### src/sv/rpn_pkg.sv
`timescale 1ns / 1ps

package rpn_pkg;

	// sizes
	localparam int DATA_W      = 32;
	localparam int FRAC_BITS   = 16;
	localparam int STACK_DEPTH = 16;
	localparam int PTR_W       = $clog2(STACK_DEPTH);
	localparam int DEPTH_W     = $clog2(STACK_DEPTH + 1);
	localparam int FUNC_W      = 3;
	localparam int STATUS_W    = 3;

	// divider: scaled dividend, quotient bits resolved by iteration, step counter
	localparam int NUM_W = DATA_W + FRAC_BITS;
	localparam int QUO_W = DATA_W + 1;
	localparam int CNT_W = $clog2(QUO_W + 1);

	// magnitude width wide enough for a rounded product
	localparam int MAG_W = 2 * DATA_W + 1;

	localparam logic [MAG_W-1:0] MAG_NEG_LIM = MAG_W'(1) << (DATA_W - 1);
	localparam logic [MAG_W-1:0] MAG_POS_LIM = MAG_NEG_LIM - MAG_W'(1);

	localparam logic [DATA_W-1:0] VAL_MAX = {1'b0, {(DATA_W - 1){1'b1}}};
	localparam logic [DATA_W-1:0] VAL_MIN = {1'b1, {(DATA_W - 1){1'b0}}};

	// operation codes
	typedef logic [FUNC_W-1:0] func_t;
	localparam func_t FN_PUSH  = FUNC_W'(0);
	localparam func_t FN_ADD   = FUNC_W'(1);
	localparam func_t FN_SUB   = FUNC_W'(2);
	localparam func_t FN_MUL   = FUNC_W'(3);
	localparam func_t FN_DIV   = FUNC_W'(4);
	localparam func_t FN_CLEAR = FUNC_W'(5);

	// result status codes
	typedef logic [STATUS_W-1:0] status_t;
	localparam status_t STS_OK      = STATUS_W'(0);
	localparam status_t STS_MISSING = STATUS_W'(1);
	localparam status_t STS_DIVZERO = STATUS_W'(2);
	localparam status_t STS_FULL    = STATUS_W'(3);
	localparam status_t STS_SAT     = STATUS_W'(4);

	typedef enum logic [1:0] {
		S_IDLE,
		S_DECIDE,
		S_DIV,
		S_COMMIT
	} ctrl_state_t;

	// controller to datapath
	typedef struct packed {
		logic capture;
		logic load_prod;
		logic div_start;
		logic commit;
	} ctrl_cmd_t;

	// datapath to controller
	typedef struct packed {
		logic need_div;
		logic div_busy;
		logic out_free;
	} ctrl_sts_t;

	typedef struct packed {
		logic [DATA_W-1:0] val;
		logic              sat;
	} sat_res_t;

	// absolute value, most negative value maps to its own unsigned pattern
	function automatic logic [DATA_W-1:0] mag_of(logic [DATA_W-1:0] v);
		return v[DATA_W-1] ? (~v + DATA_W'(1)) : v;
	endfunction

	// rebuild a signed value from sign and magnitude, saturating
	function automatic sat_res_t from_mag(logic neg, logic [MAG_W-1:0] mag);
		sat_res_t r;
		r.sat = 1'b0;
		r.val = '0;
		if (neg) begin
			if (mag > MAG_NEG_LIM) begin
				r.sat = 1'b1;
				r.val = VAL_MIN;
			end else begin
				r.val = DATA_W'(MAG_W'(0) - mag);
			end
		end else begin
			if (mag > MAG_POS_LIM) begin
				r.sat = 1'b1;
				r.val = VAL_MAX;
			end else begin
				r.val = DATA_W'(mag);
			end
		end
		return r;
	endfunction

	// clamp a one-bit-grown sum back to the data width
	function automatic sat_res_t clamp_sum(logic [DATA_W:0] s);
		sat_res_t r;
		r.sat = s[DATA_W] != s[DATA_W-1];
		if (r.sat) begin
			r.val = s[DATA_W] ? VAL_MIN : VAL_MAX;
		end else begin
			r.val = s[DATA_W-1:0];
		end
		return r;
	endfunction

endpackage

### src/sv/rpn_in_if.sv
`timescale 1ns / 1ps

interface rpn_in_if
	import rpn_pkg::*;
();
	logic                     valid;
	logic                     ready;
	func_t                    func;
	logic signed [DATA_W-1:0] operand;

	modport source (output valid, output func, output operand, input ready);
	modport sink (input valid, input func, input operand, output ready);
endinterface

### src/sv/rpn_out_if.sv
`timescale 1ns / 1ps

interface rpn_out_if
	import rpn_pkg::*;
();
	logic                     valid;
	logic                     ready;
	status_t                  status;
	logic signed [DATA_W-1:0] top_value;
	logic [DEPTH_W-1:0]       stack_depth;

	modport source (output valid, output status, output top_value, output stack_depth,
		input ready);
	modport sink (input valid, input status, input top_value, input stack_depth,
		output ready);
endinterface

### src/sv/rpn_stack_calculator.sv
`timescale 1ns / 1ps
// sequence: each word is captured in S_IDLE and goes through S_DECIDE to S_COMMIT, where
// its result word is registered; divide waits in S_DIV between them while the divider
// resolves one quotient bit a cycle; throughput: one word at a time, the next word is
// taken once the result is registered, and S_COMMIT waits until the output is free
// reset: arst_n clears the controller, the stack pointer and the output valid at once

module rpn_stack_calculator
	import rpn_pkg::*;
(
	input  logic      clk,
	input  logic      arst_n,
	rpn_in_if.sink    req,
	rpn_out_if.source rsp
);

	ctrl_cmd_t cmd;
	ctrl_sts_t sts;

	rpn_ctrl u_ctrl (
		.clk      (clk),
		.arst_n   (arst_n),
		.in_valid (req.valid),
		.in_ready (req.ready),
		.sts      (sts),
		.cmd      (cmd)
	);

	rpn_dp u_dp (
		.clk     (clk),
		.arst_n  (arst_n),
		.cmd     (cmd),
		.sts     (sts),
		.func    (req.func),
		.operand (req.operand),
		.rsp     (rsp)
	);

endmodule

### src/sv/rpn_div.sv
`timescale 1ns / 1ps

module rpn_div
	import rpn_pkg::*;
(
	input  logic               clk,
	input  logic               arst_n,
	input  logic               start,
	input  logic [DATA_W-1:0]  dividend,
	input  logic [DATA_W-1:0]  divisor,
	output logic               busy,
	output logic [QUO_W-1:0]   quot,
	output logic               ovf
);

	logic [CNT_W-1:0]  cnt_q;
	logic [DATA_W-1:0] rem_q;
	logic [DATA_W-1:0] dvs_q;
	logic [QUO_W-1:0]  sh_q;
	logic              ovf_q;

	logic [NUM_W-1:0]  num_w;
	logic [NUM_W-1:0]  num_hi_w;
	logic              hi_ge;
	logic [DATA_W:0]   trial;
	logic [DATA_W:0]   diff;
	logic              take;

	// scaled dividend; bits above the quotient window seed the remainder and decide overflow
	assign num_w    = NUM_W'(dividend) << FRAC_BITS;
	assign num_hi_w = num_w >> QUO_W;
	assign hi_ge    = num_hi_w >= NUM_W'(divisor);

	// one restoring step per cycle, quotient bits shift in from the bottom
	assign trial = {rem_q, sh_q[QUO_W-1]};
	assign diff  = trial - {1'b0, dvs_q};
	assign take  = trial >= {1'b0, dvs_q};

	// step counter
	always_ff @(posedge clk or negedge arst_n) begin
		if (!arst_n) begin
			cnt_q <= '0;
		end else if (start) begin
			cnt_q <= CNT_W'(QUO_W);
		end else if (busy) begin
			cnt_q <= cnt_q - CNT_W'(1);
		end
	end

	// remainder and dividend/quotient shift register
	always_ff @(posedge clk) begin
		if (start) begin
			rem_q <= num_hi_w[DATA_W-1:0];
			sh_q  <= QUO_W'(num_w);
			dvs_q <= divisor;
			ovf_q <= hi_ge;
		end else if (busy) begin
			rem_q <= take ? diff[DATA_W-1:0] : trial[DATA_W-1:0];
			sh_q  <= {sh_q[QUO_W-2:0], take};
		end
	end

	assign busy = cnt_q != '0;
	assign quot = sh_q;
	assign ovf  = ovf_q;

endmodule

### src/sv/rpn_dp.sv
`timescale 1ns / 1ps

module rpn_dp
	import rpn_pkg::*;
(
	input  logic                     clk,
	input  logic                     arst_n,
	input  ctrl_cmd_t                cmd,
	output ctrl_sts_t                sts,
	input  func_t                    func,
	input  logic signed [DATA_W-1:0] operand,
	rpn_out_if.source                rsp
);

	logic [DATA_W-1:0]   stack_mem [STACK_DEPTH];

	func_t               func_q;
	logic [DATA_W-1:0]   opnd_q;
	logic [DEPTH_W-1:0]  depth_q;
	logic [DATA_W-1:0]   top_q;
	logic [DATA_W-1:0]   lft_q;
	logic [2*DATA_W-1:0] prod_s1;

	logic                out_valid_q;
	status_t             out_status_q;
	logic [DATA_W-1:0]   out_top_q;
	logic [DEPTH_W-1:0]  out_depth_q;

	logic [PTR_W-1:0]    rd_addr;
	logic [DATA_W-1:0]   lmag;
	logic [DATA_W-1:0]   rmag;
	logic                neg;
	logic                few;
	logic                r_zero;
	logic                out_free;

	logic                div_busy;
	logic [QUO_W-1:0]    div_quot;
	logic                div_ovf;

	logic [DATA_W:0]     sum_w;
	logic [DATA_W:0]     dif_w;
	logic [2*DATA_W:0]   rnd_w;
	logic [MAG_W-1:0]    mul_mag;
	logic [MAG_W-1:0]    div_mag;
	sat_res_t            op_res;

	logic                mem_we;
	logic [PTR_W-1:0]    mem_wa;
	logic [DATA_W-1:0]   mem_wd;
	logic [DEPTH_W-1:0]  nxt_depth;
	logic [DATA_W-1:0]   nxt_top;
	status_t             nxt_status;

	// left operand sits one below the top, the top itself is kept in top_q
	assign rd_addr = PTR_W'(depth_q - DEPTH_W'(2));
	assign lmag    = mag_of(lft_q);
	assign rmag    = mag_of(top_q);
	assign neg     = lft_q[DATA_W-1] ^ top_q[DATA_W-1];
	assign few     = depth_q < DEPTH_W'(2);
	assign r_zero  = top_q == '0;

	// operand stack write port
	always_ff @(posedge clk) begin
		if (mem_we) begin
			stack_mem[mem_wa] <= mem_wd;
		end
	end

	// operand stack read port, left operand fetched as the word is taken
	always_ff @(posedge clk) begin
		if (cmd.capture) begin
			lft_q <= stack_mem[rd_addr];
		end
	end

	// captured input word
	always_ff @(posedge clk) begin
		if (cmd.capture) begin
			func_q <= func;
			opnd_q <= operand;
		end
	end

	// magnitude product
	always_ff @(posedge clk) begin
		if (cmd.load_prod) begin
			prod_s1 <= lmag * rmag;
		end
	end

	rpn_div u_div (
		.clk      (clk),
		.arst_n   (arst_n),
		.start    (cmd.div_start),
		.dividend (lmag),
		.divisor  (rmag),
		.busy     (div_busy),
		.quot     (div_quot),
		.ovf      (div_ovf)
	);

	// arithmetic results
	assign sum_w   = {lft_q[DATA_W-1], lft_q} + {top_q[DATA_W-1], top_q};
	assign dif_w   = {lft_q[DATA_W-1], lft_q} - {top_q[DATA_W-1], top_q};
	assign rnd_w   = {prod_s1, 1'b0} >> FRAC_BITS;
	assign mul_mag = MAG_W'(rnd_w[2*DATA_W:1]) + MAG_W'(rnd_w[0]);
	assign div_mag = div_ovf ? '1 : MAG_W'(div_quot);

	always_comb begin
		case (func_q)
			FN_ADD:  op_res = clamp_sum(sum_w);
			FN_SUB:  op_res = clamp_sum(dif_w);
			FN_MUL:  op_res = from_mag(neg, mul_mag);
			default: op_res = from_mag(neg, div_mag);
		endcase
	end

	// stack update for the word in hand
	always_comb begin
		mem_we     = 1'b0;
		mem_wa     = depth_q[PTR_W-1:0];
		mem_wd     = opnd_q;
		nxt_depth  = depth_q;
		nxt_top    = top_q;
		nxt_status = STS_OK;
		case (func_q)
			FN_PUSH: begin
				if (depth_q < DEPTH_W'(STACK_DEPTH)) begin
					mem_we    = cmd.commit;
					nxt_depth = depth_q + DEPTH_W'(1);
					nxt_top   = opnd_q;
				end else begin
					nxt_status = STS_FULL;
				end
			end
			FN_ADD, FN_SUB, FN_MUL, FN_DIV: begin
				if (few) begin
					nxt_depth  = '0;
					nxt_top    = '0;
					nxt_status = STS_MISSING;
				end else if (func_q == FN_DIV && r_zero) begin
					nxt_depth  = '0;
					nxt_top    = '0;
					nxt_status = STS_DIVZERO;
				end else begin
					mem_we     = cmd.commit;
					mem_wa     = rd_addr;
					mem_wd     = op_res.val;
					nxt_depth  = depth_q - DEPTH_W'(1);
					nxt_top    = op_res.val;
					nxt_status = op_res.sat ? STS_SAT : STS_OK;
				end
			end
			FN_CLEAR: begin
				nxt_depth = '0;
				nxt_top   = '0;
			end
			default: begin
				nxt_depth = depth_q;
			end
		endcase
	end

	// stack pointer and top of stack
	always_ff @(posedge clk or negedge arst_n) begin
		if (!arst_n) begin
			depth_q <= '0;
			top_q   <= '0;
		end else if (cmd.commit) begin
			depth_q <= nxt_depth;
			top_q   <= nxt_top;
		end
	end

	// output register
	assign out_free = !out_valid_q || rsp.ready;

	always_ff @(posedge clk or negedge arst_n) begin
		if (!arst_n) begin
			out_valid_q <= 1'b0;
		end else if (cmd.commit) begin
			out_valid_q <= 1'b1;
		end else if (rsp.ready) begin
			out_valid_q <= 1'b0;
		end
	end

	always_ff @(posedge clk) begin
		if (cmd.commit) begin
			out_status_q <= nxt_status;
			out_top_q    <= nxt_top;
			out_depth_q  <= nxt_depth;
		end
	end

	assign rsp.valid       = out_valid_q;
	assign rsp.status      = out_status_q;
	assign rsp.top_value   = out_top_q;
	assign rsp.stack_depth = out_depth_q;

	assign sts.need_div = (func_q == FN_DIV) && !few && !r_zero;
	assign sts.div_busy = div_busy;
	assign sts.out_free = out_free;

`ifndef ASSERT_OFF
	a_depth_bound: assert property (@(posedge clk) disable iff (!arst_n)
		depth_q <= DEPTH_W'(STACK_DEPTH))
		else $error("stack pointer beyond stack size");

	a_empty_top: assert property (@(posedge clk) disable iff (!arst_n)
		(depth_q == '0) |-> (top_q == '0))
		else $error("empty stack with nonzero top");

	a_commit_room: assert property (@(posedge clk) disable iff (!arst_n)
		cmd.commit |-> out_free)
		else $error("result written over an untaken word");
`endif

endmodule

### src/sv/rpn_ctrl.sv
`timescale 1ns / 1ps

module rpn_ctrl
	import rpn_pkg::*;
(
	input  logic      clk,
	input  logic      arst_n,
	input  logic      in_valid,
	output logic      in_ready,
	input  ctrl_sts_t sts,
	output ctrl_cmd_t cmd
);

	ctrl_state_t state_q;
	ctrl_state_t state_nxt;

	always_ff @(posedge clk or negedge arst_n) begin
		if (!arst_n) begin
			state_q <= S_IDLE;
		end else begin
			state_q <= state_nxt;
		end
	end

	// next state
	always_comb begin
		state_nxt = state_q;
		case (state_q)
			S_IDLE: begin
				if (in_valid) begin
					state_nxt = S_DECIDE;
				end
			end
			S_DECIDE: begin
				state_nxt = sts.need_div ? S_DIV : S_COMMIT;
			end
			S_DIV: begin
				if (!sts.div_busy) begin
					state_nxt = S_COMMIT;
				end
			end
			S_COMMIT: begin
				if (sts.out_free) begin
					state_nxt = S_IDLE;
				end
			end
			default: begin
				state_nxt = S_IDLE;
			end
		endcase
	end

	// outputs
	always_comb begin
		in_ready      = 1'b0;
		cmd.capture   = 1'b0;
		cmd.load_prod = 1'b0;
		cmd.div_start = 1'b0;
		cmd.commit    = 1'b0;
		case (state_q)
			S_IDLE: begin
				in_ready    = 1'b1;
				cmd.capture = in_valid;
			end
			S_DECIDE: begin
				cmd.load_prod = 1'b1;
				cmd.div_start = sts.need_div;
			end
			S_DIV: begin
				cmd.load_prod = 1'b0;
			end
			S_COMMIT: begin
				cmd.commit = sts.out_free;
			end
			default: begin
				in_ready = 1'b0;
			end
		endcase
	end

`ifndef ASSERT_OFF
	a_div_runs: assert property (@(posedge clk) disable iff (!arst_n)
		cmd.div_start |=> sts.div_busy)
		else $error("divider did not start");
`endif

endmodule

### src/flat_wrapper.sv
// flat-port wrapper written by rule: the top's interface ports become plain ports
module rpn_stack_calculator_flat import rpn_pkg::*;
  (clk, arst_n, req_valid, req_func, req_operand, req_ready, rsp_valid, rsp_status, rsp_top_value, rsp_stack_depth, rsp_ready);
  rpn_in_if req_i ();
  rpn_out_if rsp_i ();
  input  logic clk;
  input  logic arst_n;
  input wire logic [$bits(req_i.valid)-1:0] req_valid;
  input wire logic [$bits(req_i.func)-1:0] req_func;
  input wire logic [$bits(req_i.operand)-1:0] req_operand;
  output wire logic [$bits(req_i.ready)-1:0] req_ready;
  output wire logic [$bits(rsp_i.valid)-1:0] rsp_valid;
  output wire logic [$bits(rsp_i.status)-1:0] rsp_status;
  output wire logic [$bits(rsp_i.top_value)-1:0] rsp_top_value;
  output wire logic [$bits(rsp_i.stack_depth)-1:0] rsp_stack_depth;
  input wire logic [$bits(rsp_i.ready)-1:0] rsp_ready;
  assign req_i.valid = req_valid;
  assign req_i.func = req_func;
  assign req_i.operand = req_operand;
  assign req_ready = req_i.ready;
  assign rsp_valid = rsp_i.valid;
  assign rsp_status = rsp_i.status;
  assign rsp_top_value = rsp_i.top_value;
  assign rsp_stack_depth = rsp_i.stack_depth;
  assign rsp_i.ready = rsp_ready;
  rpn_stack_calculator u_core (.clk(clk), .arst_n(arst_n), .req(req_i), .rsp(rsp_i));
endmodule
### config.mk
export PLATFORM = sky130hd
export DESIGN_NAME = rpn_stack_calculator_flat
export DESIGN_NICKNAME = d
export VERILOG_FILES = /design/src/sv/rpn_pkg.sv /design/src/sv/rpn_in_if.sv /design/src/sv/rpn_out_if.sv /design/src/sv/rpn_stack_calculator.sv /design/src/sv/rpn_div.sv /design/src/sv/rpn_dp.sv /design/src/sv/rpn_ctrl.sv /design/src/flat_wrapper.sv
export SDC_FILE = /design/constraint.sdc
export NUM_CORES = 2
export LEC_CHECK = 0
export BUFFER_PORTS_ARGS = -buffer_cell sky130_fd_sc_hd__buf_2
export CAP_MARGIN = 10
export CORE_MARGIN = 2
export CORE_UTILIZATION = 25
export CTS_CLUSTER_SIZE = 16
export DETAILED_ROUTE_END_ITERATION = 6
export PLACE_DENSITY = 0.47
export SLEW_MARGIN = 10
export SYNTH_ARGS = -nofsm -noshare
export SYNTH_HDL_FRONTEND = slang
export SYNTH_SLANG_ARGS = --single-unit
### constraint.sdc
create_clock -name clk -period 10.05 [get_ports clk]
set_clock_uncertainty 0.1 [all_clocks]
set_input_delay 0.5025 -clock clk [delete_from_list [all_inputs] [get_ports clk]]
set_output_delay 0.5025 -clock clk [all_outputs]
set_load 0.03 [all_outputs]
# Yosys cells after proc, flatten, opt, wreduce, memory -nomap -nowiden
# Memories as Yosys holds them, arrays and structs flattened. A register that Yosys moved wholly into a read port is not among the register bits.
# Index checks and enable logic that the tools add are counted.
dict set report word_totals {
  memories 1
  ff_bits 283
  rom_bits 0
  mem_bits_rw 512
  latch_bits 0
  wordCells 132
  in_bits 39
}
dict set report classes {
  n_reduce_logical 15
  magnitude_cmp 8
  n_mux 62
  n_eq_ne 13
  add_sub_neg 12
  div_mod_pow 0
  n_shift 0
  n_mul 1
  bitwise_logic 3
}
# name depth word_bits rd rd_ports_with_merged_regs write_ports line_no
set memory_table {}
lappend memory_table {u_core.u_dp.stack_mem 16 32 1 1 1 rpn_dp.sv:15} ;# logic [DATA_W-1:0] stack_mem [STACK_DEPTH];
# cell n
set ops {}
lappend ops {{$mux W32} 17}
lappend ops {{$mux W33} 4}
lappend ops {{$pmux W33 S3} 1}
lappend ops {{$pmux W32 S3} 1}
lappend ops {{$gt A65 B31 Y1 const B} 1}
lappend ops {{$gt A65 B32 Y1 const B} 1}
lappend ops {{$mux W65} 1}
lappend ops {{$add A32 B1 Y32 const B} 2}
lappend ops {{$mul A32 B32 Y64} 1}
lappend ops {{$not A32 Y32} 2}
lappend ops {{$sub A1 B32 Y32 const A} 2}
lappend ops {{$add A48 B1 Y49} 1}
lappend ops {{$gt A49 B31 Y1 const B} 1}
lappend ops {{$gt A49 B32 Y1 const B} 1}
lappend ops {{$add A32 B32 Y33} 1}
lappend ops {{$ge A33 B32 Y1} 1}
lappend ops {{$sub A32 B32 Y33} 1}
lappend ops {{$ge A15 B32 Y1} 1}
lappend ops {{$logic_not A32 Y1} 1}
lappend ops {{$sub A32 B32 Y32} 1}
lappend ops {{$mux W15} 2}
lappend ops {{$mux W1} 17}
lappend ops {{$mux W5} 3}
lappend ops {{$pmux W5 S3} 1}
lappend ops {{30 further kinds} 49}

# Depth between registers and ports, before layout
dict set report depth {
  ltp_word 9
  mapped_depth 43
  depth_no_buf 40
}

# Cells and area by module
# From an unflattened synthesis, not the netlist that was laid out.
dict set report hier_totals {
  cells_unflattened 7268
  area_unflattened_um2 75140.8
}
# module instances cells_per_inst area_each_um2
set modules_own_cells {}
lappend modules_own_cells {rpn_dp 1 6517 68400.6}
lappend modules_own_cells {rpn_div 1 730 6525.0}
lappend modules_own_cells {rpn_ctrl 1 21 215.2}

# Worst setup path after synthesis
# No wires, ideal clock.
dict set report synth_path {
  kind {register to register}
  start {reg u_core.u_dp.lft_q[0], read port of u_core.u_dp.stack_mem}
  end {reg u_core.u_dp.prod_s1[63] (data pin)}
  setup_time_ns 0.260
  path_stages_with_launch 39
  arrival_time_ns 10.297
  t_required_ns 9.690
  setup_slack_ns -0.607
  n_path_buf 3
  path_cell_list {edfxtp_1 clkbuf_1 inv_1 clkbuf_1 ha_1 nand2b_1 nand2b_1 or2_2 nand2b_1 or2_2 o41ai_1 nand2_1 xnor2_1 clkinv_1 clkbuf_1 ha_1 fa_1 fa_1 [3 not listed] inv_1 fa_1 fa_1 fa_1 inv_1 fa_1 inv_1 ha_1 a21oi_1 o21ai_0 or2_2 a211oi_1 nor3_1 nor2_1 o21ai_0 o41a_1 nor2_1 xnor2_1}
}
dict set report synth_via {
  elab_chain_cells 4
}
# element line_no
set synth_rtl {}
lappend synth_rtl {{start: declaration} rpn_dp.sv:21} ;# logic [DATA_W-1:0] lft_q;
lappend synth_rtl {{$not A32 Y32} rpn_pkg.sv:74} ;# return v[DATA_W-1] ? (~v + DATA_W'(1)) : v;
lappend synth_rtl {{$add A32 B1 Y32} rpn_pkg.sv:74}
lappend synth_rtl {{$mux W32 *} rpn_pkg.sv:74}
lappend synth_rtl {{$mul A32 B32 Y64 *} rpn_dp.sv:88} ;# prod_s1 <= lmag * rmag;
lappend synth_rtl {{end signal: assignment} rpn_dp.sv:88}
lappend synth_rtl {{end: declaration} rpn_dp.sv:22} ;# logic [2*DATA_W-1:0] prod_s1;
# Mark *: on every way between the ends. The rest lies on a longest branch, timed or not.
# A chain may end at the register's enable or synchronous reset.

# Worst setup path in the final report
dict set report layout_path {
  start {reg u_core.u_dp.lft_q[0], read port of u_core.u_dp.stack_mem}
  end {reg u_core.u_dp.prod_s1[55] (data pin)}
}
# The elaborated chain is that of the path after synthesis.

==> impl_metrics.py <==
metrics = {
    "global_route": {
        "gr-total-overflow": 0,
        "grt_pass1_vias": 58000,
        "antenna_found_initial": 19,
        "grt_util_all_layers_pct": 19.3,
        "grt_pass1_wl_um": 420000,
        "grt_max_degree": 97,
    },
    "cells_and_area": {
        "nets": 8917,
        "fillCellCount": 30300,
        "final_area_um2": 88200,
        "drive_gt1_share_pct": 17.0,
        "syn_to_final_growth_pct": 19.2,
    },
    "yosys": {
        "synthFlopType": "edfxtp_1",
        "yosys_warnings": 0,
        "syn_inst": 7070,
        "yosysMostFrequentCell": "inv_1",
        "synth_common_cells": "inv_1 (1134), fa_1 (898), nor2_1 (812)",
        "seq_area_frac_synth_pct": 32.2,
        "yosysTopAreaCellShare_pct": 29.8,
        "syn_area_per_cell_um2": 10.5,
        "netlist_area_um2": 73900,
        "synth_edf_count": 733,
        "synth_area_leaders": "edfxtp_1 (30%), fa_1 (24%), ha_1 (6.8%)",
        "async_flop_share_pct": 5.67,
        "yosysTopAreaCell": "edfxtp_1",
        "syn-num-nets": 8411,
        "synth.distinct_cells": 99,
        "ys_ff_latch": 812,
    },
    "floorplanning": {
        "die_w_um": 548,
        "rows": 199,
        "ios": 81,
        "die_area_um2": 300000,
        "die_y_um": 548,
        "initial_core_util_pct": 25.1,
        "core-area_um2": 294000,
    },
    "drt": {
        "ant_nets": 0,
        "drt_iter0_drc": 4984,
        "drt-vias-per-instance": 4.88,
        "vias": 56400,
        "wl_per_cell_um": 25.2,
        "drc": 0,
        "firstDrtPassIters": 6,
        "wl_um": 292000,
    },
    "setup_path": {
        "path_max_fanout": 5,
        "startpoint_type": "register",
        "path_depth": 35,
        "crit_required_ns": 10.44,
        "critical_path_class": "register to register",
        "cp.arrival_ns": 10.28,
        "rrSetupSlack_ns": 0.16,
        "critPathSlowestCell": "fa_1",
        "critPathBufInv": 9,
        "crit_family": "adder cells",
        "end_kind": "register",
        "reg2reg_depth": 35,
        "slowest_delay_ns": 0.61,
    },
    "clocking": {
        "numClockSinks": 812,
        "path_clk_slew_ns": 0.07,
        "htreeDepth": 3,
        "cts-root-buf": "clkbuf_16",
        "clock_path_buffers": 3,
        "cts_tree": "yes",
        "cts_made_buffers": 87,
        "clk_latency_ns": 0.74,
    },
    "job": {
        "maxCapViolations": 0,
    },
    "sta": {
        "fmax_mhz": 101,
        "worstMarginPinSlew_ns": 1.24,
        "fin_crit_sh_pct": 98.4,
        "rsz0062_at_grt": "true",
        "report.final.setup_viol": 0,
        "slew_viol_final": 0,
        "finalHoldViolations": 0,
        "finalCriticalPeriod_ns": 9.89,
        "slew_headroom_pct": 17.5,
    },
    "placed_design": {
        "numPortBuffers": 80,
        "place_area_um2": 83800,
        "gp_congestion": 0.988,
        "hpwl_um": 227000,
    },
    "hold_path": {
        "hp-class": "input pin to register",
        "hold_depth": 5,
    },
    "status": {
        "status": "complete, no violations",
    },
}
-- cells in the final DEF, fill, tap and decap left out, types with 23 or more instances in the layout --
| cell type | Yosys | routed |
|---|---|---|
| inv_1 | 1134 | 1113 |
| fa_1 | 898 | 873 |
| nor2_1 | 812 | 783 |
| edfxtp_1 | 733 | 733 |
| nand2_1 | 697 | 694 |
| buf_4 | 5 | 571 |
| ha_1 | 404 | 385 |
| a21oi_1 | 274 | 258 |
| o21ai_0 | 216 | 198 |
| mux4_2 | 160 | 160 |
| xnor2_1 | 166 | 120 |
| clkbuf_16 | 0 | 87 |
| a21o_1 | 85 | 85 |
| nand3_1 | 81 | 80 |
| buf_2 | 12 | 80 |
| nor3_1 | 77 | 72 |
| nand4_1 | 63 | 63 |
| xor2_1 | 78 | 62 |
| buf_12 | 0 | 55 |
| a211oi_1 | 50 | 47 |
| xnor2_2 | 0 | 45 |
| and2_1 | 46 | 44 |
| dfrtp_1 | 46 | 44 |
| nor4_1 | 39 | 37 |
| dlygate4sd3_1 | 0 | 37 |
| o21bai_1 | 36 | 36 |
| nor2b_1 | 36 | 35 |
| dfxtp_1 | 33 | 33 |
| nand2b_1 | 32 | 31 |
| o21a_1 | 31 | 31 |
| clkinv_1 | 15 | 30 |
| a31oi_1 | 33 | 30 |
| a22oi_1 | 28 | 28 |
| o31ai_1 | 29 | 26 |
| and3_1 | 25 | 25 |
| fa_2 | 0 | 25 |
| or3_1 | 25 | 23 |
| a311oi_1 | 23 | 23 |
-- per-layer routing --
metal / vias up / routed length, µm / share of wire, % / global-route usage, %
li1: 24500 / - / - / -
met1: 29400 / 129000 / 44 / 27.1
met2: 2111 / 133000 / 46 / 30.6
met3: 338 / 21500 / 7.4 / 3.51
met4: 8 / 8080 / 2.8 / 4.72
met5: - / 58 / 0.020 / 0
-- area by class of cell --
| type | count | area [µm²] | area share [%] |
|---|---|---|---|
| antenna | 2 | 5.00 | 0.00568 |
| sequential | 812 | 23800 | 27.0 |
| multi-input combinational | 4760 | 45700 | 51.9 |
| clock inverter | 59 | 689 | 0.782 |
| inverter | 1150 | 4330 | 4.91 |
| timing repair buffer | 765 | 6420 | 7.28 |
| tap | 3919 | 4900 | 5.56 |
| clock buffer | 104 | 2250 | 2.55 |
-- worst paths after layout --
| check | start | endpoint |
|---|---|---|
| max in group asynchronous | arst_n | u_core.u_dp.depth_q[1] |
| setup / recovery | u_core.u_dp.lft_q[0] | u_core.u_dp.prod_s1[55] |
| min in group asynchronous | arst_n | u_core.u_ctrl.state_q[1] |
| setup reg to reg | u_core.u_dp.lft_q[0] | u_core.u_dp.prod_s1[55] |
| hold reg to reg | u_core.u_dp.u_div.rem_q[31] | u_core.u_dp.u_div.rem_q[31] |
| hold / removal | req_valid | u_core.u_ctrl.state_q[1] |
-- flip-flops by register name, summed over array words and instances (netlist names), 2 cells and up --
signal                       flops
u_core.u_dp.depth_q              5
u_core.u_dp.top_q               32
u_core.u_dp.u_div.quot          33
u_core.u_dp.rsp.stack_depth      5
u_core.u_dp.rsp.top_value       32
u_core.u_dp.opnd_q              32
u_core.u_dp.lft_q               32
u_core.u_dp.stack_mem          512
u_core.u_dp.u_div.rem_q         32
u_core.u_dp.prod_s1             49
u_core.u_dp.u_div.dvs_q         32
u_core.u_dp.rsp.status           3
u_core.u_ctrl.state_q            2
u_core.u_dp.u_div.cnt_q          6
u_core.u_dp.func_q               3
-- cell families (layout without fill, tap and decap cells) --
kind of cell,count (synthesis),in the layout,synth area share [%]
AOI/OAI and AO/OA,999,999,8.76
and+or+nand+nor,2036,2036,12.2
xor gates and xnor gates,244,244,2.89
DFF,812,812,32.2
adders and majority gates,1302,1302,31.1
buffers and inverters,1498,2078,7.67
other,0,2,0
muxes,179,179,5.15
-- worst register-to-register path, delay by kind of cell (launching register included) --
kind                       cells  cell delay, ns
xor gates and xnor gates       2            0.41
buffers and inverters          9            1.04
DFF                            1            0.38
and+or+nand+nor                8            1.84
AOI/OAI and AO/OA              7            1.50
adders and majority gates      9            4.41
-- per-stage QoR --
stage	hold WS (ns)	util, %	TNS (ns)	setup WS, ns	instances
4_1_cts	0.0710	29.7	-0.00269	-0.00269	11500
5_1_grt	0.157	30.0	-0.614	-0.137	11600
3_3_place_gp	0.372	28.5	-5.64	-0.517	11300
3_5_place_dp	0.380	28.5	-4.27	-0.434	11300
2_1_floorplan	0.107	-	0	0.0163	7070
6_report	0.139	30.0	0	0.164	11600
-- repair_timing --
item                                    CTS  global route
hold buffers                             37             0
pin swaps                                14           135
buffers inserted                          4            28
resized for setup                        28           160
endpoints found under the setup margin   25            35
endpoints found under the hold margin    82             0
Power is left out: the tool's default activity adds up to more than one toggle a clock period on the data nets, which glitch-free logic cannot reach.
